## src/assert_macros.svh

```systemverilog
// Shared concurrent assertion macros.
`ifndef ASSERT_MACROS_SVH
`define ASSERT_MACROS_SVH

// Same-cycle implication, checked out of reset.
`define AST_IMPL(lbl, clk, rstn, ante, cons) \
    lbl: assert property (@(posedge clk) disable iff (!(rstn)) (ante) |-> (cons)) \
        else $error("assertion failed");

// Next-cycle implication, checked also during reset.
`define AST_NEXT(lbl, clk, ante, cons) \
    lbl: assert property (@(posedge clk) (ante) |=> (cons)) \
        else $error("assertion failed");

`endif

```

## src/rotm_pkg.sv

```systemverilog
package rotm_pkg;

    localparam int CORDIC_STEPS = 14;
    localparam int SAMPLE_WIDTH = 16;

    localparam int ANGLE_W  = 16;
    localparam int OP_W     = 2;
    localparam int ELEM_W   = 16;
    localparam int FRAC     = SAMPLE_WIDTH - 2;
    // one guard bit above the sample word
    localparam int XW       = SAMPLE_WIDTH + 1;
    localparam int ZW       = 32;
    localparam int ZEXT_W   = 34;
    localparam int ATAN_IDX_W = 5;

    localparam logic [OP_W-1:0] AXIS_X = 2'd0;
    localparam logic [OP_W-1:0] AXIS_Y = 2'd1;
    localparam logic [OP_W-1:0] AXIS_Z = 2'd2;

    localparam longint PI_Q30      = 64'sd3373259426;
    localparam longint HALF_PI_Q30 = 64'sd1686629713;
    localparam longint GAIN_Q30    = 64'sd652032874;
    localparam longint ONE_Q14     = 64'sd16384;

    localparam longint GAIN_X0 = (FRAC < 30)
        ? ((GAIN_Q30 + (64'sd1 << (29 - FRAC))) >>> (30 - FRAC)) : GAIN_Q30;

    // conversion of the CORDIC word to Q1.14
    localparam int     RND_SH   = (FRAC > 14) ? (FRAC - 14) : 0;
    localparam int     LSH      = (FRAC < 14) ? (14 - FRAC) : 0;
    localparam longint RND_HALF = (RND_SH > 0) ? (64'sd1 <<< (RND_SH - 1)) : 64'sd0;
    localparam int     WW       = XW + LSH + 1;

    typedef struct packed {
        logic                  valid;
        logic [OP_W-1:0]       op;
        logic                  flip;
        logic signed [XW-1:0]  x;
        logic signed [XW-1:0]  y;
        logic signed [ZW-1:0]  z;
    } cordic_t;

    typedef struct packed {
        logic signed [ELEM_W-1:0] m00;
        logic signed [ELEM_W-1:0] m01;
        logic signed [ELEM_W-1:0] m02;
        logic signed [ELEM_W-1:0] m10;
        logic signed [ELEM_W-1:0] m11;
        logic signed [ELEM_W-1:0] m12;
        logic signed [ELEM_W-1:0] m20;
        logic signed [ELEM_W-1:0] m21;
        logic signed [ELEM_W-1:0] m22;
    } mat_t;

    // atan(2^-i) in Q2.30, truncated
    function automatic logic [ZW-1:0] atan_q30(input logic [ATAN_IDX_W-1:0] idx);
        logic [ZW-1:0] v;
        unique case (idx)
            5'd0:  v = 32'd843314856;
            5'd1:  v = 32'd497837829;
            5'd2:  v = 32'd263043836;
            5'd3:  v = 32'd133525158;
            5'd4:  v = 32'd67021686;
            5'd5:  v = 32'd33543515;
            5'd6:  v = 32'd16775850;
            5'd7:  v = 32'd8388437;
            5'd8:  v = 32'd4194282;
            5'd9:  v = 32'd2097149;
            5'd10: v = 32'd1048575;
            5'd11: v = 32'd524287;
            5'd12: v = 32'd262143;
            5'd13: v = 32'd131071;
            5'd14: v = 32'd65535;
            5'd15: v = 32'd32767;
            5'd16: v = 32'd16383;
            5'd17: v = 32'd8191;
            5'd18: v = 32'd4095;
            5'd19: v = 32'd2047;
            5'd20: v = 32'd1023;
            5'd21: v = 32'd511;
            5'd22: v = 32'd255;
            5'd23: v = 32'd127;
            default: v = '0;
        endcase
        return v;
    endfunction

endpackage

```

## src/rotm_post.sv

```systemverilog
module rotm_post
    import rotm_pkg::*;
(
    input  cordic_t in_stage,
    output mat_t    out_mat
);

    localparam logic signed [ELEM_W-1:0] ONE = ELEM_W'(ONE_Q14);

    logic signed [XW-1:0]     xf;
    logic signed [XW-1:0]     yf;
    logic signed [ELEM_W-1:0] c;
    logic signed [ELEM_W-1:0] s;
    logic signed [ELEM_W-1:0] ns;

    function automatic logic signed [ELEM_W-1:0] to_q14(input logic signed [XW-1:0] v);
        logic signed [WW-1:0] w;
        w = WW'(v);
        w = (w + WW'(RND_HALF)) >>> RND_SH;
        w = w <<< LSH;
        if (w > WW'(ONE_Q14)) begin
            w = WW'(ONE_Q14);
        end else if (w < -WW'(ONE_Q14)) begin
            w = -WW'(ONE_Q14);
        end
        return w[ELEM_W-1:0];
    endfunction

    always_comb begin
        xf = in_stage.flip ? -in_stage.x : in_stage.x;
        yf = in_stage.flip ? -in_stage.y : in_stage.y;
        c  = to_q14(xf);
        s  = to_q14(yf);
        ns = -s;
        out_mat = '0;
        unique case (in_stage.op)
            AXIS_X: begin
                out_mat.m00 = ONE;
                out_mat.m11 = c;
                out_mat.m12 = ns;
                out_mat.m21 = s;
                out_mat.m22 = c;
            end
            AXIS_Y: begin
                out_mat.m00 = c;
                out_mat.m02 = s;
                out_mat.m11 = ONE;
                out_mat.m20 = ns;
                out_mat.m22 = c;
            end
            AXIS_Z: begin
                out_mat.m00 = c;
                out_mat.m01 = ns;
                out_mat.m10 = s;
                out_mat.m11 = c;
                out_mat.m22 = ONE;
            end
            default: begin
                out_mat.m00 = ONE;
                out_mat.m11 = ONE;
                out_mat.m22 = ONE;
            end
        endcase
    end

endmodule

```

## config.mk

```make
export PLATFORM = sky130hd
export DESIGN_NAME = rotm_post
export DESIGN_NICKNAME = d
export VERILOG_FILES = /design/src/assert_macros.svh /design/src/rotm_pkg.sv /design/src/rotm_post.sv
export SDC_FILE = /design/constraint.sdc
export NUM_CORES = 1
export LEC_CHECK = 0
export ABC_AREA = 1
export BUFFER_PORTS_ARGS = -buffer_cell sky130_fd_sc_hd__buf_2
export CAP_MARGIN = 15
export CORE_AREA = 2 2 83 85
export DETAILED_ROUTE_END_ITERATION = 10
export DIE_AREA = 0 0 85 87
export GPL_ROUTABILITY_DRIVEN = 1
export PLACE_DENSITY_LB_ADDON = 0.2
export SLEW_MARGIN = 15
export SYNTH_ARGS = -nofsm -noshare
export SYNTH_HDL_FRONTEND = slang
export SYNTH_SLANG_ARGS = --single-unit
```

## constraint.sdc

```tcl
create_clock -name vclk -period 4.3
set_input_delay 0.215 -clock vclk [all_inputs]
set_output_delay 0.215 -clock vclk [all_outputs]
set_load 0.01 [all_outputs]
```

## Word-level counts from Yosys, hierarchy flattened

Cells that the tools add are included.

- Register bits: 0
- Input port bits: 70
- Logic and storage cells: 28

- Add/subtract/negate cells: 3
- $lt $le $gt $ge: 4
- Eq/ne operators: 2
- Mux-type cells: 15
- Reduce and logical (&&, ||, !) cells: 4

Operator list:

| cell | number |
|---|---|
| 2-to-1 mux 16 bit | 13 |
| > comparator 17 x 16 -> 1 bit, second input constant | 2 |
| less-than comparator 17 x 15 -> 1 bit, second input constant | 2 |
| 2-to-1 mux 17 bit | 2 |
| negation 17 bit | 2 |
| negation 16 bit | 1 |
| OR reduction 2 bit | 3 |
| == test 2 x 1 -> 1 bit, second input constant | 1 |
| == test 2 bit, second input constant | 1 |
| zero test 2 bit | 1 |

## Depth between registers and ports, before layout

- Depth after elaboration: 7
- Gate-level depth with buffers: 23
- Gate-level depth less buffers: 22

## Worst setup path after synthesis

OpenSTA, ideal clock, no wires.

- Kind: in2out
- From: in in_stage[32] (netlist bit)
- To: out out_mat[120] (netlist bit)
- Arrival time: 2.447 ns
- Data required time: 4.085 ns
- Slack: 1.638 ns
- Stages: 17
- Buffers on the path: 1
- Cells stage by stage: inv_1 ha_1 nand3_2 nor2_1 nor2_1 xnor2_1 nand3_1 nor2_1 nand2_1 nand2_2 buf_6 nand2_1 ha_1 nand2_1 nor2_2 xor2_1 nor2_1

RTL lines:

| what | line | RTL |
|---|---|---|
| from (decl) | rotm_post.sv:4 | `input cordic_t in_stage,` |
| to (decl) | rotm_post.sv:5 | `output mat_t out_mat` |

==> impl_results.md <==
- Power Dens Cells: 149.9 nW/um^2
- Part of the cycle the worst path needs: 75.71%
- IO Port Bufs: approximately 180
- Post-CTS sizing: 0
- Pin count of the biggest net entering global routing: 31
- Sequential Area: 0 um^2
- Layout Cell Area excl Fill: 3374 um^2
- Inst Count DP: approximately 760
- Critical Path Start Type: input port
- Hold buffers post-CTS: 0
- Die X: approximately 85 um
- CP Data Required Time: 4090 ps
- Max-slew violations: 0
- Die Area: 7395 um^2
- CP Cell Sequence: buf_2 -> inv_1 -> ha_1 -> nand3_2 -> nor2_1 -> nor2_1 -> xnor2_1 -> nand3_1 -> nor2_1 -> nand2_1 -> nand2_2 -> nand2_1 -> ha_1 -> nand2_1 -> nor2_2 -> xor2_1 -> nor2_1 -> buf_2
- RSZ-0062 raised after global routing: false
- DR vias: 3585
- Tmin final: roughly 3300 ps
- Core Util, Final: 51.37%
- Total overflow reported by the global router: 0
- Vias in the first global route: around 3000
- Setup ws final: roughly 1000 ps
- Seq/Total Area, Yosys: 0%
- Max-cap check violation count: 0
- Post-Synthesis Cells: approximately 520
- Routability Congestion: 0.9592
- Final Routed Wirelength: 9058 um
- Fraction of layout cells with a size suffix above 1: roughly a third
- Worst vdd ir: 0.08273 mV
- TritonRoute pass-1 iters: 4
- Final HPWL DP: 7852 um
- Vias/cell: between 4 and 5
- Die H: 87 um
- Area Overhead vs Synth: 35.66%
- Core Region: ~6600 um^2
- Synthesized cell area: around 2500 um^2
- DRT antenna net count: 0
- # clk buffers: 0
- CP dominant cell by count: nor2_1
- Post-CTS setup buffer count: 0
- Worst slew pin tran: about 950 ps
- Peak Freq: 307.2 MHz
- Max incr delay on CP: 320 ps
- First-pass GRT wire length: 14430 um
- All-Layer GR Usage: 22.96%
- CP Buf/Inv Count: 3
- Initial antenna violation count: 0
- Avg Inst Size Synth: about 4.8 um^2
- Hold Path Class: input port to output pin
- Crit end category: output pin
- Worst Setup Path Type: input port to output pin
- Delay-heaviest family, CP: simple AND/OR/NAND/NOR gates
- NumNets Final: 759
- Filler cell count: 730
- Placed cell area: between 3000 and 4000 um^2
- CP max-delay cell: xnor2_1
- Inserted Diodes: 0
- Synth Warn #: 0
- Iteration-0 DRC count of the detailed router: 160
- Worst slack at placement: around 1000 ps
- Fin. Hold Viols: 0
- Slew HR: a little over a third
- Floorplan row count: 30
- Starting Density: 37.87%
- IO Count: roughly 210
- Mapped Nets: 597
- Netlist cell types: 34
- Arr. time, crit path: 3040 ps
- Worst-path fanout max: 8
- Pwr Total: about 0.5 mW
- Status: complete, no violations
- FF+latch count: 0
- Pleak: approximately 2.2 nW
- Final hold slack: 843.6 ps
- Setup TNS: 0 ps
- Cell Count, Final, Fillers Out: 759
- Final setup fails: 0
- Final routed DRC violation total: 0
- Routed len/inst: 11.93 um
-- final timing paths --
path / startpoint / end / slack (ps) / cells past startpoint
worst min-delay path: in_stage[49] / out_mat[0] / 840 / 4
worst max-delay path: in_stage[32] / out_mat[56] / 1040 / 18
-- layout by cell type, fill, tap and decap left out, types with 2 or more instances in the layout --
| master | count |
|---|---|
| nor2_1 | 181 |
| buf_2 | 181 |
| nand2_1 | 121 |
| inv_1 | 58 |
| nand3_1 | 22 |
| o21ai_0 | 12 |
| xor2_1 | 12 |
| nand2_2 | 11 |
| o21ai_1 | 10 |
| nor2_2 | 8 |
| xnor2_1 | 8 |
| ha_1 | 8 |
| nand4_1 | 6 |
| inv_2 | 5 |
| o21ai_2 | 5 |
| nand3_2 | 3 |
| nand3b_1 | 3 |
| nand2_4 | 3 |
| a21oi_1 | 3 |
| nor3_1 | 3 |
| xnor2_2 | 3 |
| nor2_4 | 2 |
| buf_4 | 2 |
-- Yosys cell counts, drive strengths merged --
master,number,area (um^2)
nand2,135,556.8
inv,64,242.7
nor3,4,25.02
buf,11,88.83
xnor2,11,118.9
a31oi,1,12.51
a21boi,2,15.02
o31ai,1,7.510
nor2,192,772.0
nand3,25,140.1
xor2,12,105.1
o211ai,1,12.51
clkbuf,12,45.04
a21oi,3,15.01
o21ai,28,170.2
ha,8,100.1
nand4,6,37.54
nand3b,3,22.52
-- logic make-up (layout without fill, tap and decap cells) --
kind of cell / count (synthesis) / after routing / share of synthesized area (%)
fa+ha+maj: 8 / 8 / 4.024
compound gates: 36 / 36 / 9.356
simple gates: 365 / 365 / 62.48
xor+xnor: 23 / 23 / 9.004
buf+inv: 87 / 247 / 15.14
-- routing by layer --
metal / share of wire, % / global-route usage [%] / vias to the layer above
li1: - / - / 1894
met1: 49 / 33.39 / 1561
met2: 44 / 38.78 / 126
met3: 6.4 / 1.801 / 4
met4: 0.75 / 1.154 / 0
met5: 0 / 0 / -
-- power breakdown --
group          total (mW)  internal [mW]  switching (mW)
combinational       0.506          0.172           0.334
clock                   0              0               0
sequential              0              0               0
total               0.506          0.172           0.334
-- cell type report --
| class | instances | area (um^2) | share of cell area (%) |
|---|---|---|---|
| Inverter | 64 | 242.7 | 7.193 |
| Multi-Input combinational cell | 432 | 2111 | 62.55 |
| Timing Repair Buffer | 183 | 920.9 | 27.29 |
| Tap cell | 80 | 100.1 | 2.966 |
No activity file was read; power rests on OpenSTA's default activity.
