`src/assert_macros.svh`:
```
// Shared concurrent assertion macros.
`ifndef ASSERT_MACROS_SVH
`define ASSERT_MACROS_SVH

// Same-cycle implication, checked out of reset.
`define AST_IMPL(lbl, clk, rstn, ante, cons) \
    lbl: assert property (@(posedge clk) disable iff (!(rstn)) (ante) |-> (cons)) \
        else $error("assertion failed");

// Next-cycle implication, checked also during reset.
`define AST_NEXT(lbl, clk, ante, cons) \
    lbl: assert property (@(posedge clk) (ante) |=> (cons)) \
        else $error("assertion failed");

`endif

```
`src/rotm_pkg.sv`:
```
package rotm_pkg;

    localparam int CORDIC_STEPS = 14;
    localparam int SAMPLE_WIDTH = 16;

    localparam int ANGLE_W  = 16;
    localparam int OP_W     = 2;
    localparam int ELEM_W   = 16;
    localparam int FRAC     = SAMPLE_WIDTH - 2;
    // one guard bit above the sample word
    localparam int XW       = SAMPLE_WIDTH + 1;
    localparam int ZW       = 32;
    localparam int ZEXT_W   = 34;
    localparam int ATAN_IDX_W = 5;

    localparam logic [OP_W-1:0] AXIS_X = 2'd0;
    localparam logic [OP_W-1:0] AXIS_Y = 2'd1;
    localparam logic [OP_W-1:0] AXIS_Z = 2'd2;

    localparam longint PI_Q30      = 64'sd3373259426;
    localparam longint HALF_PI_Q30 = 64'sd1686629713;
    localparam longint GAIN_Q30    = 64'sd652032874;
    localparam longint ONE_Q14     = 64'sd16384;

    localparam longint GAIN_X0 = (FRAC < 30)
        ? ((GAIN_Q30 + (64'sd1 << (29 - FRAC))) >>> (30 - FRAC)) : GAIN_Q30;

    // conversion of the CORDIC word to Q1.14
    localparam int     RND_SH   = (FRAC > 14) ? (FRAC - 14) : 0;
    localparam int     LSH      = (FRAC < 14) ? (14 - FRAC) : 0;
    localparam longint RND_HALF = (RND_SH > 0) ? (64'sd1 <<< (RND_SH - 1)) : 64'sd0;
    localparam int     WW       = XW + LSH + 1;

    typedef struct packed {
        logic                  valid;
        logic [OP_W-1:0]       op;
        logic                  flip;
        logic signed [XW-1:0]  x;
        logic signed [XW-1:0]  y;
        logic signed [ZW-1:0]  z;
    } cordic_t;

    typedef struct packed {
        logic signed [ELEM_W-1:0] m00;
        logic signed [ELEM_W-1:0] m01;
        logic signed [ELEM_W-1:0] m02;
        logic signed [ELEM_W-1:0] m10;
        logic signed [ELEM_W-1:0] m11;
        logic signed [ELEM_W-1:0] m12;
        logic signed [ELEM_W-1:0] m20;
        logic signed [ELEM_W-1:0] m21;
        logic signed [ELEM_W-1:0] m22;
    } mat_t;

    // atan(2^-i) in Q2.30, truncated
    function automatic logic [ZW-1:0] atan_q30(input logic [ATAN_IDX_W-1:0] idx);
        logic [ZW-1:0] v;
        unique case (idx)
            5'd0:  v = 32'd843314856;
            5'd1:  v = 32'd497837829;
            5'd2:  v = 32'd263043836;
            5'd3:  v = 32'd133525158;
            5'd4:  v = 32'd67021686;
            5'd5:  v = 32'd33543515;
            5'd6:  v = 32'd16775850;
            5'd7:  v = 32'd8388437;
            5'd8:  v = 32'd4194282;
            5'd9:  v = 32'd2097149;
            5'd10: v = 32'd1048575;
            5'd11: v = 32'd524287;
            5'd12: v = 32'd262143;
            5'd13: v = 32'd131071;
            5'd14: v = 32'd65535;
            5'd15: v = 32'd32767;
            5'd16: v = 32'd16383;
            5'd17: v = 32'd8191;
            5'd18: v = 32'd4095;
            5'd19: v = 32'd2047;
            5'd20: v = 32'd1023;
            5'd21: v = 32'd511;
            5'd22: v = 32'd255;
            5'd23: v = 32'd127;
            default: v = '0;
        endcase
        return v;
    endfunction

endpackage

```
`src/rotm_cell.sv`:
```
module rotm_cell
    import rotm_pkg::*;
(
    input  logic                  aclk,
    input  logic                  aresetn,
    input  logic                  en,
    input  logic [ATAN_IDX_W-1:0] step,
    input  cordic_t               in_stage,
    output cordic_t               out_stage
);

    cordic_t              stage_reg;
    cordic_t              stage_next;
    logic signed [XW-1:0] dx;
    logic signed [XW-1:0] dy;
    logic [ZW-1:0]        ang;

    always_comb begin
        dx  = in_stage.y >>> step;
        dy  = in_stage.x >>> step;
        ang = atan_q30(step);
        stage_next = in_stage;
        if (!in_stage.z[ZW-1]) begin
            stage_next.x = in_stage.x - dx;
            stage_next.y = in_stage.y + dy;
            stage_next.z = in_stage.z - $signed(ang);
        end else begin
            stage_next.x = in_stage.x + dx;
            stage_next.y = in_stage.y - dy;
            stage_next.z = in_stage.z + $signed(ang);
        end
    end

    always_ff @(posedge aclk) begin
        if (!aresetn) begin
            stage_reg.valid <= 1'b0;
        end else if (en) begin
            stage_reg <= stage_next;
        end
    end

    assign out_stage = stage_reg;

endmodule

```
`config.mk`:
```
export PLATFORM = sky130hd
export DESIGN_NAME = rotm_cell
export DESIGN_NICKNAME = d
export VERILOG_FILES = /design/src/assert_macros.svh /design/src/rotm_pkg.sv /design/src/rotm_cell.sv
export SDC_FILE = /design/constraint.sdc
export NUM_CORES = 1
export LEC_CHECK = 0
export BUFFER_PORTS_ARGS = -buffer_cell sky130_fd_sc_hd__buf_2
export CORE_ASPECT_RATIO = 1.4
export CORE_MARGIN = 4
export CORE_UTILIZATION = 40
export CTS_CLUSTER_SIZE = 8
export DETAILED_ROUTE_END_ITERATION = 6
export GPL_TIMING_DRIVEN = 0
export PLACE_DENSITY = 0.7
export SLEW_MARGIN = 15
export SYNTH_ARGS = -nofsm -noshare
export SYNTH_HDL_FRONTEND = slang
export SYNTH_SLANG_ARGS = --single-unit
```
`constraint.sdc`:
```
create_clock -name aclk -period 5.27 [get_ports aclk]
set_clock_uncertainty 0.05 [all_clocks]
set_input_delay 0.7905 -clock aclk [delete_from_list [all_inputs] [get_ports aclk]]
set_output_delay 0.7905 -clock aclk [all_outputs]
set_load 0.02 [all_outputs]
```
Word level (Yosys, flattened, before mapping)
Memory sizes are Yosys's and may differ from the RTL's.
Index checks and enable logic that the tools add are counted.
- flip-flop bits (word level): 70
- memories kept: 1
- word-level logic and storage cells: 17
- memory bits (read-only): 960
- output and inout port bits: 70
- input port bits: 78
- reduce and logical (&&, ||, !) cells: 1
- mux-type cells: 1
- shifts and indexed selects: 2
- add/subtract/negate cells: 6
- memories (memory ; words ; width ; read ports ; clocked after memory_dff ; wr ports ; RTL line ; source):
    (no name shown) ; 32 ; 30 ; 1 ; 0 ; 0 ; rotm_pkg.sv:58 ; unique case (idx)
- operator list (operator ; count):
    $mux W66 ; 1
    $add A17 B17 Y17 ; 2
    $sshr A17 B5 Y17 ; 2
    $sub A17 B17 Y17 ; 2
    $add A32 B32 Y32 ; 1
    $sub A32 B32 Y32 ; 1
    $reduce_and A2 Y1 ; 1

Depth between registers and ports, before layout
- word-level depth: 3
- gate-level depth with buffers: 21
- mapped depth without buffers: 18

Worst setup path after synthesis
No wires, ideal clock.
- kind: in2reg
- from: input port step[0]
- to: register stage_reg (netlist bit out_stage[26]), data pin
- data arrival time: 4.525 ns
- path buffers: 3
- stages: 18
- setup slack: 0.437 ns
- library setup time: 0.258 ns
- required time: 4.962 ns
- path through: buf_6 -> buf_12 -> buf_6 -> clkinv_1 -> ha_1 -> nand2_1 -> a21oi_1 -> or3_1 -> xnor2_1 -> fa_1 -> a211oi_1 -> o211ai_1 -> a2111oi_0 -> o21bai_1 -> a41oi_1 -> o21ai_0 -> a21oi_1 -> xnor2_1
- RTL lines (what ; RTL line ; source):
    start: declaration ; rotm_cell.sv:7 ; input logic [ATAN_IDX_W-1:0] step,
    end signal: assignment ; rotm_cell.sv:38 ; stage_reg <= stage_next;
    end: declaration ; rotm_cell.sv:12 ; cordic_t stage_reg;

==> flow_metrics.py <==
metrics = {
    "job": {
        "maxCapViolations": 0,
    },
    "yosys": {
        "synthesis.nets": 1156,
        "synth_edf_count": 69,
        "syn_area_um2": 9040,
        "synth-seq-cells": 70,
        "syn_inst": 998,
        "yosys_warnings": 0,
        "seq_area_frac_synth_pct": 23.1,
        "synth_ff_type": "edfxtp_1",
        "synth.distinct_cells": 85,
        "synth_area_leaders": "edfxtp_1, ha_1, xnor2_1, a21oi_1, mux4_2",
        "syn_area_per_cell_um2": 9.06,
        "yosysTopAreaCellShare_pct": 22.9,
        "synthArstFlopShare_pct": 0,
        "yosys.area.top_type": "edfxtp_1",
    },
    "layout": {
        "final_cells": 1458,
        "drive_gt1_share_pct": 24.0,
        "final_cell_mix": "buf_2, a21oi_1, nor2_1",
        "largest_reg_flops": 70,
        "fin_area_um2": 10600,
        "antenna_cells": 0,
        "postLayoutCoreUtil_pct": 48.2,
        "mostFrequentLayoutCell": "buf_2",
        "num-nets-final": 1314,
        "area_growth_pct": 17.4,
    },
    "detailed_routing": {
        "vias": 8734,
        "vias_per_cell": 5.99,
        "dr.pass1.iters": 6,
        "wl_per_cell_um": 21.2,
        "drc_errors": 0,
        "wl_um": 30900,
        "ant_nets": 0,
        "drt_iter0_markers": 864,
    },
    "die": {
        "io_pins": 148,
        "die-height_um": 186,
        "num_rows": 64,
        "die_w_um": 135,
        "dieArea_um2": 25100,
        "core_um2": 22000,
        "start_util_pct": 41.0,
    },
    "power_and_ir_drop": {
        "pwr_density_cell_nw_per_um2": 271,
        "p_leak_nw": 4.44,
        "irDropWorstVdd_uv": 167,
        "total_power_mw": 2.88,
    },
    "worst_setup_path": {
        "crit_type": "in2reg",
        "worstPathArrival_ns": 5.17,
        "start_kind": "input pin",
        "worstRegToRegCells": 2,
        "worstPathRequired_ns": 5.31,
        "end_kind": "flip-flop",
        "path_max_fanout": 10,
        "reg2reg_from": "out_stage[69]",
        "rrSetupSlack_ns": 4.63,
        "critPathLaunch": "step[3]",
        "reg2reg_to": "out_stage[69]",
        "worstSetupEndpoint": "out_stage[26]",
    },
    "timing": {
        "hold_viol": 0,
        "finalCriticalPeriod_ns": 5.12,
        "hold_ws_ns": 0.470,
        "worst_pin_slew_ns": 0.825,
        "tns_ns": 0,
        "setup_viol": 0,
        "drv_slew": 0,
        "slew_headroom_pct": 45.0,
        "period_share_pct": 97.2,
        "fmax_mhz": 195,
        "worst_slack_ns": 0.147,
    },
    "placement": {
        "dp_slack_ns": -0.985,
        "place.gp.congestion": 0.955,
        "dp_hpwl_um": 24100,
        "post_dp_cell_area_um2": 10200,
        "place_inst": 1442,
        "portBuffers": 146,
    },
    "grt": {
        "grt_pass1_vias": 8636,
        "grt_max_degree": 52,
        "grt_util_all_layers_pct": 24.2,
        "grt_pass1_wl_um": 47000,
        "antenna_found_initial": 0,
        "overflow": 0,
    },
    "clock_tree": {
        "htreeDepth": 3,
        "cts_made_buffers": 9,
        "clock_latency_ns": 0.35,
        "clk_pin_slew_ns": 0.06,
        "clk_path_buf_depth": 2,
        "clkSinkCount": 70,
        "cts_tree": "built",
        "root_buffer": "clkbuf_16",
    },
    "outcome": {
        "status": "completed",
    },
    "worst_hold_path": {
        "min_path_type": "reg2reg",
    },
}
==> critical path, stage by stage <==
cell	delay, ns
buf_2	0.16
clkbuf_2	0.25
inv_1	0.27
clkbuf_1	0.49
o22ai_1	0.18
a221oi_2	0.46
nor3_1	0.14
a41oi_2	0.21
xnor2_1	0.17
ha_1	0.31
a21oi_1	0.20
o211ai_1	0.19
a2111oi_2	0.38
o21bai_2	0.20
a41oi_2	0.25
o21ai_0	0.18
a21oi_1	0.20
xnor2_1	0.11
==> worst min path at each step <==
stage | from | to | slack [ns] | depth (start not counted)
global placement | out_stage[69] | out_stage[69] | 0.45 | 2
floorplan | out_stage[69] | out_stage[69] | 0.54 | 2
finish | out_stage[69] | out_stage[69] | 0.47 | 2
detailed placement | out_stage[69] | out_stage[69] | 0.46 | 2
global route | out_stage[69] | out_stage[69] | 0.55 | 2
CTS | out_stage[69] | out_stage[69] | 0.47 | 2
==> cells in the mapped netlist (8+ instances only) <==
| library cell | instances |
|---|---|
| or2_2 | 10 |
| nand3_1 | 16 |
| mux4_2 | 21 |
| mux2_2 | 11 |
| a211oi_1 | 8 |
| xnor2_1 | 63 |
| nor2_1 | 92 |
| mux4_1 | 17 |
| a21oi_1 | 97 |
| buf_2 | 12 |
| nand2_1 | 72 |
| o21bai_1 | 9 |
| nand2b_1 | 11 |
| edfxtp_1 | 69 |
| buf_1 | 8 |
| mux2i_1 | 16 |
| o31ai_1 | 10 |
| a31oi_1 | 14 |
| nor2b_1 | 8 |
| and2_1 | 13 |
| and3_1 | 10 |
| o21a_1 | 8 |
| nor3_1 | 25 |
| or3_1 | 8 |
| inv_1 | 28 |
| xor2_1 | 43 |
| ha_1 | 77 |
| o22ai_1 | 10 |
| a21o_1 | 23 |
| o21ai_0 | 57 |
| clkbuf_1 | 27 |
| a221oi_1 | 8 |
==> cells by family after synthesis <==
family / synth area share [%]
AO/OA/AOI/OAI: 22.1
XOR/XNOR: 10.3
adder cells (fa/ha/maj): 11.3
buffers and inverters: 4.31
flip-flops: 23.1
multiplexers: 13.6
AND/OR/NAND/NOR: 15.2
==> where the power goes <==
| part | internal, mW | switching (mW) |
|---|---|---|
| logic | 0.576 | 0.839 |
| clock network | 0.440 | 0.249 |
| registers | 0.755 | 0.0159 |
==> layer usage <==
| metal | global-route usage [%] | routed length [um] | up-vias |
|---|---|---|---|
| li1 | - | - | 4117 |
| met2 | 44.7 | 16400 | 377 |
| met1 | 27.5 | 11800 | 4172 |
| met5 | 0 | 0 | - |
| met3 | 3.46 | 1750 | 68 |
| met4 | 11.0 | 1040 | 0 |
==> timing repair <==
action	CTS	global route
endpoints found under the setup margin	18	19
gates resized for setup	19	23
hold buffers	0	0
setup buffers	0	1
pin swaps	1	2
==> final cells by class <==
class	instances	area, um^2
flip-flops and latches	70	2090
multi-input cells	845	6640
repair buffers	148	766
clock inverters	5	81.3
clock buffers	11	253
well taps	297	372
inverters	30	115
fillers	2202	11400
plain buffers	52	292
(Power assumes the default switching activity.)
