**config.mk**
```make
export PLATFORM = sky130hd
export DESIGN_NAME = rotm_prep
export DESIGN_NICKNAME = d
export VERILOG_FILES = /design/src/assert_macros.svh /design/src/rotm_pkg.sv /design/src/rotm_prep.sv
export SDC_FILE = /design/constraint.sdc
export NUM_CORES = 1
export LEC_CHECK = 0
export BUFFER_PORTS_ARGS = -buffer_cell sky130_fd_sc_hd__buf_2
export CORE_MARGIN = 2
export CORE_UTILIZATION = 35
export CTS_CLUSTER_SIZE = 24
export DETAILED_ROUTE_END_ITERATION = 8
export PLACE_DENSITY_LB_ADDON = 0.1
export SYNTH_ARGS = -nofsm -noshare
export SYNTH_HDL_FRONTEND = slang
export SYNTH_SLANG_ARGS = --single-unit
```
**constraint.sdc**
```tcl
create_clock -name aclk -period 5.18 [get_ports aclk]
set_clock_uncertainty 0.05 [all_clocks]
set_input_delay 0.259 -clock aclk [delete_from_list [all_inputs] [get_ports aclk]]
set_output_delay 0.259 -clock aclk [all_outputs]
set_load 0.005 [all_outputs]
```
**src/assert_macros.svh**
```systemverilog
// Shared concurrent assertion macros.
`ifndef ASSERT_MACROS_SVH
`define ASSERT_MACROS_SVH

// Same-cycle implication, checked out of reset.
`define AST_IMPL(lbl, clk, rstn, ante, cons) \
    lbl: assert property (@(posedge clk) disable iff (!(rstn)) (ante) |-> (cons)) \
        else $error("assertion failed");

// Next-cycle implication, checked also during reset.
`define AST_NEXT(lbl, clk, ante, cons) \
    lbl: assert property (@(posedge clk) (ante) |=> (cons)) \
        else $error("assertion failed");

`endif

```
**src/rotm_pkg.sv**
```systemverilog
package rotm_pkg;

    localparam int CORDIC_STEPS = 14;
    localparam int SAMPLE_WIDTH = 16;

    localparam int ANGLE_W  = 16;
    localparam int OP_W     = 2;
    localparam int ELEM_W   = 16;
    localparam int FRAC     = SAMPLE_WIDTH - 2;
    // one guard bit above the sample word
    localparam int XW       = SAMPLE_WIDTH + 1;
    localparam int ZW       = 32;
    localparam int ZEXT_W   = 34;
    localparam int ATAN_IDX_W = 5;

    localparam logic [OP_W-1:0] AXIS_X = 2'd0;
    localparam logic [OP_W-1:0] AXIS_Y = 2'd1;
    localparam logic [OP_W-1:0] AXIS_Z = 2'd2;

    localparam longint PI_Q30      = 64'sd3373259426;
    localparam longint HALF_PI_Q30 = 64'sd1686629713;
    localparam longint GAIN_Q30    = 64'sd652032874;
    localparam longint ONE_Q14     = 64'sd16384;

    localparam longint GAIN_X0 = (FRAC < 30)
        ? ((GAIN_Q30 + (64'sd1 << (29 - FRAC))) >>> (30 - FRAC)) : GAIN_Q30;

    // conversion of the CORDIC word to Q1.14
    localparam int     RND_SH   = (FRAC > 14) ? (FRAC - 14) : 0;
    localparam int     LSH      = (FRAC < 14) ? (14 - FRAC) : 0;
    localparam longint RND_HALF = (RND_SH > 0) ? (64'sd1 <<< (RND_SH - 1)) : 64'sd0;
    localparam int     WW       = XW + LSH + 1;

    typedef struct packed {
        logic                  valid;
        logic [OP_W-1:0]       op;
        logic                  flip;
        logic signed [XW-1:0]  x;
        logic signed [XW-1:0]  y;
        logic signed [ZW-1:0]  z;
    } cordic_t;

    typedef struct packed {
        logic signed [ELEM_W-1:0] m00;
        logic signed [ELEM_W-1:0] m01;
        logic signed [ELEM_W-1:0] m02;
        logic signed [ELEM_W-1:0] m10;
        logic signed [ELEM_W-1:0] m11;
        logic signed [ELEM_W-1:0] m12;
        logic signed [ELEM_W-1:0] m20;
        logic signed [ELEM_W-1:0] m21;
        logic signed [ELEM_W-1:0] m22;
    } mat_t;

    // atan(2^-i) in Q2.30, truncated
    function automatic logic [ZW-1:0] atan_q30(input logic [ATAN_IDX_W-1:0] idx);
        logic [ZW-1:0] v;
        unique case (idx)
            5'd0:  v = 32'd843314856;
            5'd1:  v = 32'd497837829;
            5'd2:  v = 32'd263043836;
            5'd3:  v = 32'd133525158;
            5'd4:  v = 32'd67021686;
            5'd5:  v = 32'd33543515;
            5'd6:  v = 32'd16775850;
            5'd7:  v = 32'd8388437;
            5'd8:  v = 32'd4194282;
            5'd9:  v = 32'd2097149;
            5'd10: v = 32'd1048575;
            5'd11: v = 32'd524287;
            5'd12: v = 32'd262143;
            5'd13: v = 32'd131071;
            5'd14: v = 32'd65535;
            5'd15: v = 32'd32767;
            5'd16: v = 32'd16383;
            5'd17: v = 32'd8191;
            5'd18: v = 32'd4095;
            5'd19: v = 32'd2047;
            5'd20: v = 32'd1023;
            5'd21: v = 32'd511;
            5'd22: v = 32'd255;
            5'd23: v = 32'd127;
            default: v = '0;
        endcase
        return v;
    endfunction

endpackage

```
**src/rotm_prep.sv**
```systemverilog
module rotm_prep
    import rotm_pkg::*;
(
    input  logic                      aclk,
    input  logic                      aresetn,
    input  logic                      en,
    input  logic                      in_valid,
    input  logic [OP_W-1:0]           in_op,
    input  logic signed [ANGLE_W-1:0] in_angle,
    output cordic_t                   out_stage
);

    cordic_t                   stage_reg;
    cordic_t                   stage_next;
    logic signed [ZEXT_W-1:0]  z_raw;
    logic signed [ZEXT_W-1:0]  z_red;

    always_comb begin
        z_raw = ZEXT_W'(in_angle) <<< 17;
        stage_next.flip = 1'b0;
        z_red = z_raw;
        // fold into the right half plane, negate the result later
        if (z_raw > ZEXT_W'(HALF_PI_Q30)) begin
            z_red = z_raw - ZEXT_W'(PI_Q30);
            stage_next.flip = 1'b1;
        end else if (z_raw < -ZEXT_W'(HALF_PI_Q30)) begin
            z_red = z_raw + ZEXT_W'(PI_Q30);
            stage_next.flip = 1'b1;
        end
        stage_next.valid = in_valid;
        stage_next.op    = in_op;
        stage_next.x     = XW'(GAIN_X0);
        stage_next.y     = '0;
        stage_next.z     = z_red[ZW-1:0];
    end

    always_ff @(posedge aclk) begin
        if (!aresetn) begin
            stage_reg.valid <= 1'b0;
        end else if (en) begin
            stage_reg <= stage_next;
        end
    end

    assign out_stage = stage_reg;

endmodule

```
* Word-level counts from Yosys, hierarchy flattened *
Cells that the tools add are included.

storage, ports and cells
  register bits = 36
  input bits = 22
  output and inout bits = 70
  logic and storage cells = 12

cells by class
  add/sub/neg operators = 2
  $lt $le $gt $ge = 2
  multiplexer cells = 3
  reduce and logical (&&, ||, !) cells = 1

operators with widths
  cell                                                             count
  two-way mux 32 bit                                               2
  greater-than comparator 33 x 32 -> 1 bit, second input constant  1
  < comparator 33 x 32 -> 1 bit, second input constant             1
  adder 32 x 31 -> 32 bit, second input constant                   1
  subtractor 32 x 31 -> 32 bit, second input constant              1
  AND reduction 2 bit                                              1
  two-way mux 1 bit                                                1

* Depth between registers and ports, before layout *
Gate-level depths: netlist of the first run.

  depth in word-level cells = 3
  gate-level depth with buffers = 8
  gate-level depth less buffers = 7

* Worst setup path after synthesis of the first run *
OpenSTA, ideal clock, no wires.

  path kind = input to register
  start point = input in_angle[3]
  end point = register stage_reg, in the netlist out_stage[28] (data pin)
  setup time = 0.259 ns
  arrival = 1.900 ns
  data required time = 4.871 ns
  path slack = 2.971 ns
  stages = 7
  path buffers = 2
  cell sequence = buf_6 or3_4 o311a_1 o41ai_4 buf_6 o21ai_2 a211o_1

RTL lines
  element                 RTL line         RTL
  start: declaration      rotm_prep.sv:9   input logic signed [ANGLE_W-1:0] in_angle,
  end signal: assignment  rotm_prep.sv:41  stage_reg <= stage_next;
  end: declaration        rotm_prep.sv:13  cordic_t stage_reg;

==> results by stage, run 1 <==
Global route:
- The number of global-route vias before repair is 1163.
- The initial antenna violation count is 0.
- The total global-route track usage is 0.126.
- The total congestion overflow is 0.
- Entering global routing, the biggest net connects 21 pins.
- The first global-routing pass estimated 5.40 mm of wire.

Timing:
- The max-slew violation count was 0.
- The final hold slack is 0.121 ns.
- Measured against its own limit, the worst slew margin works out to 0.412.
- The count of endpoints failing hold in the final timing report is 0.
- Setup violations remaining at the end of the flow were counted as 0.
- The minimum clock period is 2.43 ns.
- Setup repair after global routing left no endpoint under its margin.
- Setup total negative slack on the finished layout was measured at 0 ns.
- The timing-limited maximum frequency is 412 MHz.
- The post-route fraction of the period consumed by the critical path is 0.469.
- At the pin with the least slew margin, the transition time is 0.883 ns.

Clock tree:
- Clock-pin slew was measured on the worst setup and hold paths at 0.08 ns.
- The number of setup buffers added after CTS is 0.
- CTS placed an instance of sky130_fd_sc_hd__clkbuf_8 at the clock tree root.
- The number of clock buffers added by TritonCTS is 3.
- CTS built an H-tree with a depth of 1.
- Post-CTS repair changed the size of 0 cells.
- TritonCTS built the clock tree.
- The number of hold buffers added after CTS was 0.
- The clock network latency to the later pin of the worst-skew pair is 0.26 ns.
- The clock net in this run drives a total of 21 sinks.
- In this run the deepest clock path goes through 2 buffers.

Logic synthesis:
- The fraction of the yosys area taken by sequential cells is 0.356.
- The count of mapped cells out of synthesis is 185.
- The cell area after synthesis is 1740 um^2.
- Counting distinct cell types in the post-synthesis netlist gives 48.
- The number of enable-type register cells in the synthesized netlist is 20.
- Averaged over all synthesized cells, the footprint is 9.42 um^2.
- The Yosys step of the flow raised 0 warnings.
- The number of flip-flops and latches in the synthesized netlist is 21.
- The fraction of registers with async set/reset is 0.
- Among all flip-flop cells after synthesis, the most frequent one is sky130_fd_sc_hd__edfxtp_1.

Floorplan:
- 92 I/O pins were placed.
- For this configuration, the core starts out at a cell density of 0.367.
- In this run the core area contains 25 standard-cell rows.
- The height of the die is 74.6 um.
- The die is 74.6 um wide.
- The total area inside the core boundary comes to 4750 um^2.
- The die footprint is 5560 um^2.

Power and ir drop:
- In this run the power spent charging and discharging nets is 0.117 mW.
- For this design the ratio of total power to cell area is 225 nW/um^2.
- The analysis attributes to cell leakage a power of 0.840 nW.
- The cell internal power dissipation is 0.300 mW.
- The combinational group share of total power is 0.243.
- The part of the total power dissipated in the clock network is 0.258.
- The worst voltage drop across the vdd grid is 0.0000812 V.
- Of the total power, the share spent switching nets is 0.280.
- Of the total power, registers draw 0.498.

Cells and area:
- The register with the most flip-flops in the layout has 21 of them.
- The total of fill cells in the finished design is 525.
- The net count reported at finish is 244.
- The signed area change from the synthesized netlist to the final layout is 6.17%.
- In the final layout, the share of cells above drive strength 1 is 0.307.
- The antenna cell count is 0.

Worst hold path:
- The count of cells along the worst hold path is 1.
- The tightest min-delay check is of the input pin to flip-flop type.
- The worst hold path begins at in_op[0].
- The endpoint of the worst hold-timing path is out_stage[67].

Drt:
- For this run, design rule violations remaining after detail routing come to 0.
- Dividing the detail-routed wire length by the instance count gives 11.7 um.
- The final routed wirelength across all metal layers is 3.34 mm.
- The number of nets with antenna violations after routing is 0.
- The final route contains 1264 vias.
- Dividing the detail-routed via count by the number of cells gives 4.44.
- The pre-antenna-repair detailed-routing pass consisted of 4 iterations.
- The detailed router finished its first iteration with 59 violations.

Critical path:
- The number of cell instances on the worst register-to-register path is 2.
- The critical path goes through buf_2 -> or3_4 -> o311a_1 -> o41ai_4 -> inv_2 -> a32o_1 -> xor2_1.
- The startpoint class of the critical path is an input pin.
- The worst path arrival time is 2.39 ns.
- The largest stage delay on the critical path is 0.72 ns.
- The critical path is of the input pin to flip-flop type.
- The slowest library cell on the worst path is sky130_fd_sc_hd__o41ai_4.
- The endpoint type of the worst setup path is a flip-flop.
- The register-to-register setup slack is 4.54 ns.
- For the worst setup path, the data required time is 5.15 ns.
- The launching point of the worst reg2reg path is out_stage[69].
- The maximum fanout encountered on the critical timing path is 13.
- The terminus of the critical flop-to-flop path is out_stage[69].

Flow run:
- The max-cap check violation count is 0.

Place:
- At the end of routability-driven placement, the weighted congestion stood at 0.754.
- The quantity of I/O buffers inserted on ports is 56.
- The detailed-placement wirelength estimate is 2.58 mm.

Status:
- The flow ran to the end, and the final reports show no timing, DRC or antenna violations.
## metrics by stage
stage          cell area (um^2)  instances  worst slack, ns   util  total power [mW]
2_1_floorplan              1870        218             2.97      -             0.305
3_3_place_gp               1800        281             2.51  0.379             0.313
3_5_place_dp               1800        281             2.49  0.379             0.313
4_1_cts                    1850        285             2.76  0.389             0.421
5_1_grt                    1850        285             2.64  0.389             0.444
6_report                   1850        285             2.75  0.389             0.417
## per-layer routing
layer  routed length (um)  vias up  global-route usage
met4                   38        0              0.0417
li1                     -      633                   -
met2                 1510       60               0.200
met5                    0        -                   0
met3                  224        2              0.0190
met1                 1560      569               0.177
## synthesized netlist by cell type, drive strengths merged, types with 4 or more instances
cell / count / area share
o21ai: 5 / 0.017
inv: 10 / 0.022
xnor2: 8 / 0.040
nor3: 5 / 0.014
nor2: 7 / 0.015
xor2: 4 / 0.020
edfxtp: 20 / 0.34
nand2: 9 / 0.019
and2: 5 / 0.018
o22ai: 4 / 0.014
a21oi: 4 / 0.011
buf: 52 / 0.23
clkbuf: 8 / 0.018
## power by group through the flow
| stage | logic, mW | clock network, mW | registers (mW) |
|---|---|---|---|
| after floorplan | 0.0905 | 0 | 0.215 |
| after global placement | 0.102 | 0 | 0.212 |
| after detailed placement | 0.102 | 0 | 0.212 |
| after CTS | 0.102 | 0.111 | 0.208 |
| after global routing | 0.116 | 0.119 | 0.210 |
| final | 0.101 | 0.108 | 0.208 |
## kinds of logic (layout without fill, tap and decap cells)
kind of cell,Yosys count,in the layout,synth area share
adder cells (fa/ha/maj),3,3,0.0215
AO/OA/AOI/OAI,36,36,0.163
buffers and inverters,70,70,0.266
XOR/XNOR,12,12,0.0603
AND/OR/NAND/NOR,40,40,0.123
other,2,35,0.00431
multiplexers,1,1,0.00574
flip-flops,21,21,0.356
## cells in the final DEF, fill, tap and decap left out, drive strengths merged, types with 2 or more instances in the layout
master,synthesis,final
buf,52,56
conb,2,35
edfxtp,20,20
inv,10,10
nand2,9,9
xnor2,8,8
nor2,7,7
and2,5,5
nor3,5,5
o21ai,5,5
a21oi,4,4
o22ai,4,4
xor2,4,4
and3,3,3
o32ai,3,3
ha,3,3
clkbuf,8,3
or3,3,3
or2,2,2
a211oi,2,2
a311oi,2,2
a31oi,2,2
o31ai,2,2
o211ai,2,2
## how the worst max path moves through the flow
| stage | start | end | slack, ns | cells after the start |
|---|---|---|---|---|
| after CTS | in_angle[4] | out_stage[22] | 2.76 | 7 |
| after detailed placement | in_angle[4] | out_stage[22] | 2.49 | 7 |
| after global placement | in_angle[4] | out_stage[22] | 2.51 | 7 |
| after floorplan | in_angle[3] | out_stage[28] | 2.97 | 7 |
| after global routing | in_angle[4] | out_stage[22] | 2.64 | 7 |
| final | in_angle[4] | out_stage[22] | 2.75 | 7 |
## layout make-up
type                    count  area, um^2  share of cell area
multi-input cells         127         782               0.423
flip-flops and latches     21         621               0.335
repair buffers             56         280               0.151
well taps                  67        83.8              0.0453
clock buffers               3        41.3              0.0223
inverters                  10        37.5              0.0203
clock inverters             1        5.00             0.00270
## worst max-delay path: cells and delay by family
kind,cells,cell delay (ns)
buffers and inverters,2,0.28
AND/OR/NAND/NOR,1,0.41
AO/OA/AOI/OAI,3,1.31
XOR/XNOR,1,0.14
Power figures use the tool's default switching activity.
==> inputs of run 2 (changes only) <==
==> constraint.sdc (replaced) <==
create_clock -name aclk -period 2.07 [get_ports aclk]
set_clock_uncertainty 0.05 [all_clocks]
set_input_delay 0.1035 -clock aclk [delete_from_list [all_inputs] [get_ports aclk]]
set_output_delay 0.1035 -clock aclk [all_outputs]
set_load 0.005 [all_outputs]
==> run 2 against run 1 <==
Against the previous run:
- first-iteration DRC count up 19%
- core utilization up 3.1 points
- critical path type unchanged
- flip-flop and latch count unchanged
- largest power group unchanged
- worst hold slack worse by 0.10 ns
- count of clock-buffer cells in the layout up 1
==> results by stage, run 2 (synthesis results as in run 1) <==
Drt:
- The number of vias per cell is 4.26.
- The count of nets left with antenna violations once routing finished came out at 0.
- The count of vias placed by the detailed router is 1295.
- The detailed-router iteration count before antenna repair is 4.
- The detailed router put a total of 1.58 mm of wire on met1.
- After detailed routing, the total wire length is 3.37 mm.
- After detailed routing, the met2 layer carries 1.52 mm of wire.
- The top layer reached by signal wires is met4.
- The wire length on met3 is 213 um.
- After the first detailed-routing iteration, the DRC count stood at 70.
- The number of design rule violations left after detail routing is 0.
- The average routed wire per standard cell is 11.1 um.

Global route:
- The number of global-route vias before repair is 1208.
- The total global-route track usage is 0.134.
- The pin count of the biggest net entering global routing is 19.
- The global-route wire length before repair is 5.62 mm.
- The initial antenna violation count is 0.
- Summed over all layers, the global routing overflow is 0.

Timing:
- Setup violations remaining at the end of the flow were counted as 0.
- Setup repair after global routing left no endpoint under its margin.
- The smallest setup slack after layout is 0.203 ns.
- Dividing the final minimum period by the clock period gives 0.902.
- The count of endpoints failing hold in the final timing report is 0.
- The max-slew violation count came to 0.
- The minimum clock period is 1.87 ns.
- The timing-limited maximum frequency is 536 MHz.

Critical path:
- The slowest library cell on the worst path is sky130_fd_sc_hd__or3_4.
- The maximum fanout encountered on the critical timing path is 5.
- STA classifies the critical path startpoint as an input pin.
- The worst path arrival time is 1.84 ns.
- The largest stage delay on the critical path is 0.38 ns.
- STA classifies the critical path endpoint as a flip-flop.
- The family of cells with the greatest summed delay on the critical path is compound AO/OA/AOI/OAI gates.
- The count of buffer and inverter cells on the critical path is 3.
- The worst path required time is 2.04 ns.
- The critical path goes through buf_2 -> or3_4 -> o311a_1 -> o41ai_4 -> buf_4 -> inv_2 -> a32o_1 -> xor2_1.
- The worst setup path is of the input pin to flip-flop kind.

Cells and area:
- The total of fill cells in the finished design is 508.
- The register with the most flip-flops in the layout has 21 of them.
- The library cells used most frequently in the layout, excluding fill and tap cells, are 56 x sky130_fd_sc_hd__buf_2, 35 x sky130_fd_sc_hd__conb_1, 20 x sky130_fd_sc_hd__edfxtp_1, 17 x sky130_fd_sc_hd__buf_4.
- The net count of the finished layout is 263.
- The signed area change from the synthesized netlist to the final layout is 14.6%.
- In the final layout, the multi-input gates occupy 782 um^2.
- 0 antenna diodes ended up in the layout.
- The final cell utilization of the core is 0.420.
- The share of cells above drive strength 1 is 0.350.
- The register area is 621 um^2.
- Leaving out fill and tap cells, the most frequent cell in the layout is sky130_fd_sc_hd__buf_2.

Clock tree:
- After clock tree synthesis, the clock-pin slew on the worst setup and hold paths is 0.08 ns.
- At the later pin of the worst-skew pair, clock insertion delay measures 0.25 ns.
- For this design, the sink count on the clock tree is 21.
- CTS built an H-tree with a depth of 1.
- The total CTS buffers is 3.
- CTS placed an instance of sky130_fd_sc_hd__clkbuf_8 at the clock tree root.
- The number of buffers on the longest clock path is 2.
- TritonCTS built the clock tree.

Status:
- The flow ran to the end, and the final reports show no timing, DRC or antenna violations.

Floorplan:
- For this configuration, the core starts out at a cell density of 0.367.
- The number of rows in the core area is 25.
- In this run the standard cell core region covers 4750 um^2.
- In this run the horizontal extent of the chip is 74.6 um.
- The floorplan step defined a die boundary enclosing 5560 um^2.
- The boundary pin count is 92.
- The height of the die is 74.6 um.

Place:
- The detailed-placement wirelength estimate is 2.73 mm.
- The quantity of I/O buffers inserted on ports is 56.
- The final weighted congestion in routability-driven placement is 0.834.
- Prior to clock tree synthesis, the placed netlist has a worst setup slack of -0.0662 ns.

Power and ir drop:
- In this run the static leakage power is 0.926 nW.
- Power spread over the standard cell area amounts to 535 nW/um^2.
- The worst-case IR drop observed on VDD is 0.000286 V.

Worst hold path:
- The worst hold path class is input pin to flip-flop.

Flow run:
- The max-cap check violation count is 0.
[run 2: cell count changes in the layout (fill, tap and decap cells not counted), sizes merged]
cell	previous run	this run
buf	56	73
dlygate4sd3	0	2
clkbuf	3	4
clkinv	1	0
[run 2: what timing repair did]
action / 4_1_cts / 5_1_grt
resized for setup: 0 / 0
hold endpoints to repair: 2 / 0
hold buffers: 2 / 0
setup buffers: 0 / 0
[run 2: area by class of cell]
cell class	instances	share of cell area
timing repair buffer	75	0.214
tap	67	0.0420
multi-input combinational	127	0.392
clock buffer	4	0.0226
sequential	21	0.311
inverter	10	0.0188
[run 2: final timing paths]
path            startpoint            end  slack, ns  depth (start not counted)
max            in_angle[4]  out_stage[22]       0.20                          8
min                aresetn  out_stage[69]       0.02                          2
max reg2reg  out_stage[69]  out_stage[69]       1.43                          2
min reg2reg  out_stage[69]  out_stage[69]       0.47                          2
[run 2: metrics by stage]
stage	cell area, um^2	TNS, ns	hold slack [ns]	power [mW]	cells
2_1_floorplan	1870	0	0.152	0.763	218
3_3_place_gp	1930	-0.0481	0.230	0.811	298
3_5_place_dp	1930	-0.0662	0.232	0.811	298
5_1_grt	2000	0	0.0486	1.15	304
4_1_cts	2000	0	0.0174	1.08	304
6_report	2000	0	0.0202	1.07	304
[run 2: worst register-to-register path, stage by stage, from the launching register on]
cell                      delay, ns
sky130_fd_sc_hd__dfxtp_1       0.31
sky130_fd_sc_hd__mux2i_1       0.12
sky130_fd_sc_hd__nor2b_1       0.06
[run 2: metal layers]
layer / track usage / vias up
met5: 0 / -
met4: 0.0536 / 0
met3: 0.0163 / 4
met2: 0.214 / 64
met1: 0.183 / 563
li1: - / 664
[run 2: report_power, final]
group          total [mW]  switching (mW)  internal, mW
logic               0.283           0.151         0.131
registers           0.520          0.0100         0.510
clock network       0.267           0.130         0.137
total                1.07           0.291         0.778
==> inputs of run 3 (changes only) <==
==> constraint.sdc (replaced) <==
create_clock -name aclk -period 2.1 [get_ports aclk]
set_clock_uncertainty 0.05 [all_clocks]
set_input_delay 0.105 -clock aclk [delete_from_list [all_inputs] [get_ports aclk]]
set_output_delay 0.105 -clock aclk [all_outputs]
set_load 0.005 [all_outputs]
==> run 3 against run 2 <==
Against the previous run:
- die area is the same
- register-to-register slack gained 0.02 ns
- wire length grew 2.9%
- combinational power shrank 2%
- final cell count shrank 0.66%
- critical path depth is the same
- sequential power shrank 2%
- clock power shrank 1%
==> results by stage, run 3 (synthesis results as in run 1) <==
Status:
- The flow ran to the end, and the final reports show no timing, DRC or antenna violations.

Floorplan:
- In this run the horizontal extent of the chip is 74.6 um.
- During I/O placement, the number of pins put on the boundary was 92.
- The initial utilization of the core area, before any placement, comes to 0.367.
- In this run the standard cell core region covers 4750 um^2.
- The height of the die is 74.6 um.
- The die footprint is 5560 um^2.
- The number of rows in the core area is 25.

Cells and area:
- Leaving out fill and tap cells, the most frequent cells in the layout are 56 x sky130_fd_sc_hd__buf_2, 35 x sky130_fd_sc_hd__conb_1, 20 x sky130_fd_sc_hd__edfxtp_1, 15 x sky130_fd_sc_hd__buf_4.
- The filler cells instantiated in the layout total 504.
- The net count reported at finish is 261.
- The register with the most flip-flops in the layout has 21 of them.
- The multi-input gate area in the final layout is 782 um^2.
- The library cell used most frequently in the layout, excluding fill and tap cells, is sky130_fd_sc_hd__buf_2.
- Registers take 621 um^2.
- The signed area change from the synthesized netlist to the final layout is 13.7%.
- After routing the design area is 1980 um^2.
- The antenna cell count is 0.
- The share of cells above drive strength 1 is 0.345.

Clock tree:
- TritonCTS built the clock tree.
- For the worst-skew pair, the clock arrives at the later sink with an insertion delay of 0.26 ns.
- After clock tree synthesis, the repair step resized 0 gates.
- The total CTS buffers is 3.
- After clock tree synthesis, the setup repair step added 0 buffers.
- Counting along the longest clock path gives a buffer depth of 2.
- CTS built an H-tree with a depth of 1.
- For this design, the sink count on the clock tree is 21.
- In this run the clock root is driven by a sky130_fd_sc_hd__clkbuf_8.
- The clock-pin slew on the worst setup and hold paths is 0.07 ns.

Global route:
- The first global-routing pass estimated 5.44 mm of wire.
- Entering global routing, the biggest net connects 19 pins.
- The total congestion overflow is 0.
- The initial antenna violation count is 0.
- In the global route stage, overall resource usage came out at 0.128.
- The number of global-route vias before repair is 1143.

Timing:
- In the finished design, the share of the clock period the worst path needs comes to 0.882.
- The final hold slack is 0.0297 ns.
- The count of endpoints failing hold in the final timing report is 0.
- After layout, the minimum clock period comes to 1.85 ns.
- The timing-limited maximum frequency is 540 MHz.
- The max-slew violation count came to 0.
- The final count of negative-setup-slack endpoints is 0.
- In the post-route analysis, the smallest setup slack over all paths is 0.247 ns.
- In the final timing run, aggregate negative setup slack is 0 ns.
- Setup repair after global routing left no endpoint under its margin.

Critical path:
- The endpoint type of the worst setup path is a flip-flop.
- The worst path arrival time is 1.82 ns.
- The worst path required time is 2.07 ns.
- Among cell families on the critical path, the largest total delay comes from compound AO/OA/AOI/OAI gates.
- The startpoint-to-endpoint class of the critical path is input pin to flip-flop.
- The startpoint class of the critical path is an input pin.
- The maximum fanout encountered on the critical timing path is 5.
- The signal on the critical path passes through buf_2 -> or3_4 -> o311a_1 -> o41ai_4 -> buf_4 -> inv_2 -> a32o_1 -> xor2_1.
- On the worst path, the slowest cell contributes a delay of 0.38 ns.
- The count of buffer and inverter cells on the critical path is 3.
- The slowest library cell on the worst path is sky130_fd_sc_hd__or3_4.

Flow run:
- The max-cap check violation count is 0.

Power and ir drop:
- The total power divided by cell area is 531 nW/um^2.
- The worst voltage drop across the vdd grid is 0.000194 V.
- For this design the static power due to leakage is 0.917 nW.
- Summing internal, switching and leakage power gives 1.05 mW.

Drt:
- In this run, the number of DRC markers left after iteration 0 of detailed routing was 67.
- After detailed routing, the number of vias per cell comes to 4.35.
- The detailed-router iteration count before antenna repair is 4.
- The final routed wirelength across all metal layers is 3.46 mm.
- Detailed routing inserted a total of 1313 vias.
- In the final routed layout, each cell accounts on average for 11.5 um.
- The number of design rule violations left after detail routing is 0.
- The number of nets with antenna violations after routing is 0.

Place:
- The detailed-placement wirelength estimate is 2.72 mm.
- At the end of routability-driven placement, the weighted congestion stood at 0.806.
- The instance area at placement is 1920 um^2.
- Input and output buffers added on the ports amount to 56.
- OpenSTA, run right after detailed placement, puts the worst setup slack at -0.0279 ns.

Worst hold path:
- The worst hold path belongs to the class input pin to flip-flop.
-- run 3: changes by cell type in the layout (fill, tap and decap cells not counted), sizes merged --
cell / change
buf: -2
-- run 3: layout make-up --
type / count / share of cell area
Tap cell: 67 / 0.0423
Clock buffer: 4 / 0.0227
Multi-Input combinational cell: 127 / 0.395
Sequential cell: 21 / 0.313
Timing Repair Buffer: 73 / 0.208
Inverter: 10 / 0.0189
-- run 3: repair_timing --
| action | CTS | global route |
|---|---|---|
| hold buffers | 2 | 0 |
| endpoints found under the hold margin | 2 | 0 |
| endpoints found under the setup margin | 0 | 0 |
-- run 3: path summary, 6_finish.rpt --
check,start,endpoint,slack [ns],cells past startpoint
hold / removal,aresetn,out_stage[69],0.03,2
setup reg to reg,out_stage[69],out_stage[69],1.45,2
setup / recovery,in_angle[4],out_stage[22],0.25,8
hold reg to reg,out_stage[69],out_stage[69],0.48,2
-- run 3: stage by stage --
stage                     cells   util
after CTS                   302  0.417
after global placement      296  0.403
after detailed placement    296  0.403
after floorplan             218      -
after global routing        302  0.417
final                       302  0.417
-- run 3: power breakdown --
part           switching, mW  total, mW  internal (mW)
combinational          0.150      0.277          0.127
clock                  0.128      0.263          0.135
sequential           0.00981      0.512          0.502
total                  0.288       1.05          0.764
-- run 3: routing by layer --
layer | track usage | share of wire | up-vias
li1 | - | - | 663
met1 | 0.186 | 0.48 | 574
met2 | 0.201 | 0.44 | 71
met3 | 0.0176 | 0.070 | 5
met4 | 0.0357 | 0.012 | 0
met5 | 0 | 0 | -
-- run 3: worst reg2reg max path: stages (launching register included) --
cell,delay [ns]
sky130_fd_sc_hd__dfxtp_1,0.31
sky130_fd_sc_hd__mux2i_1,0.12
sky130_fd_sc_hd__nor2b_1,0.06
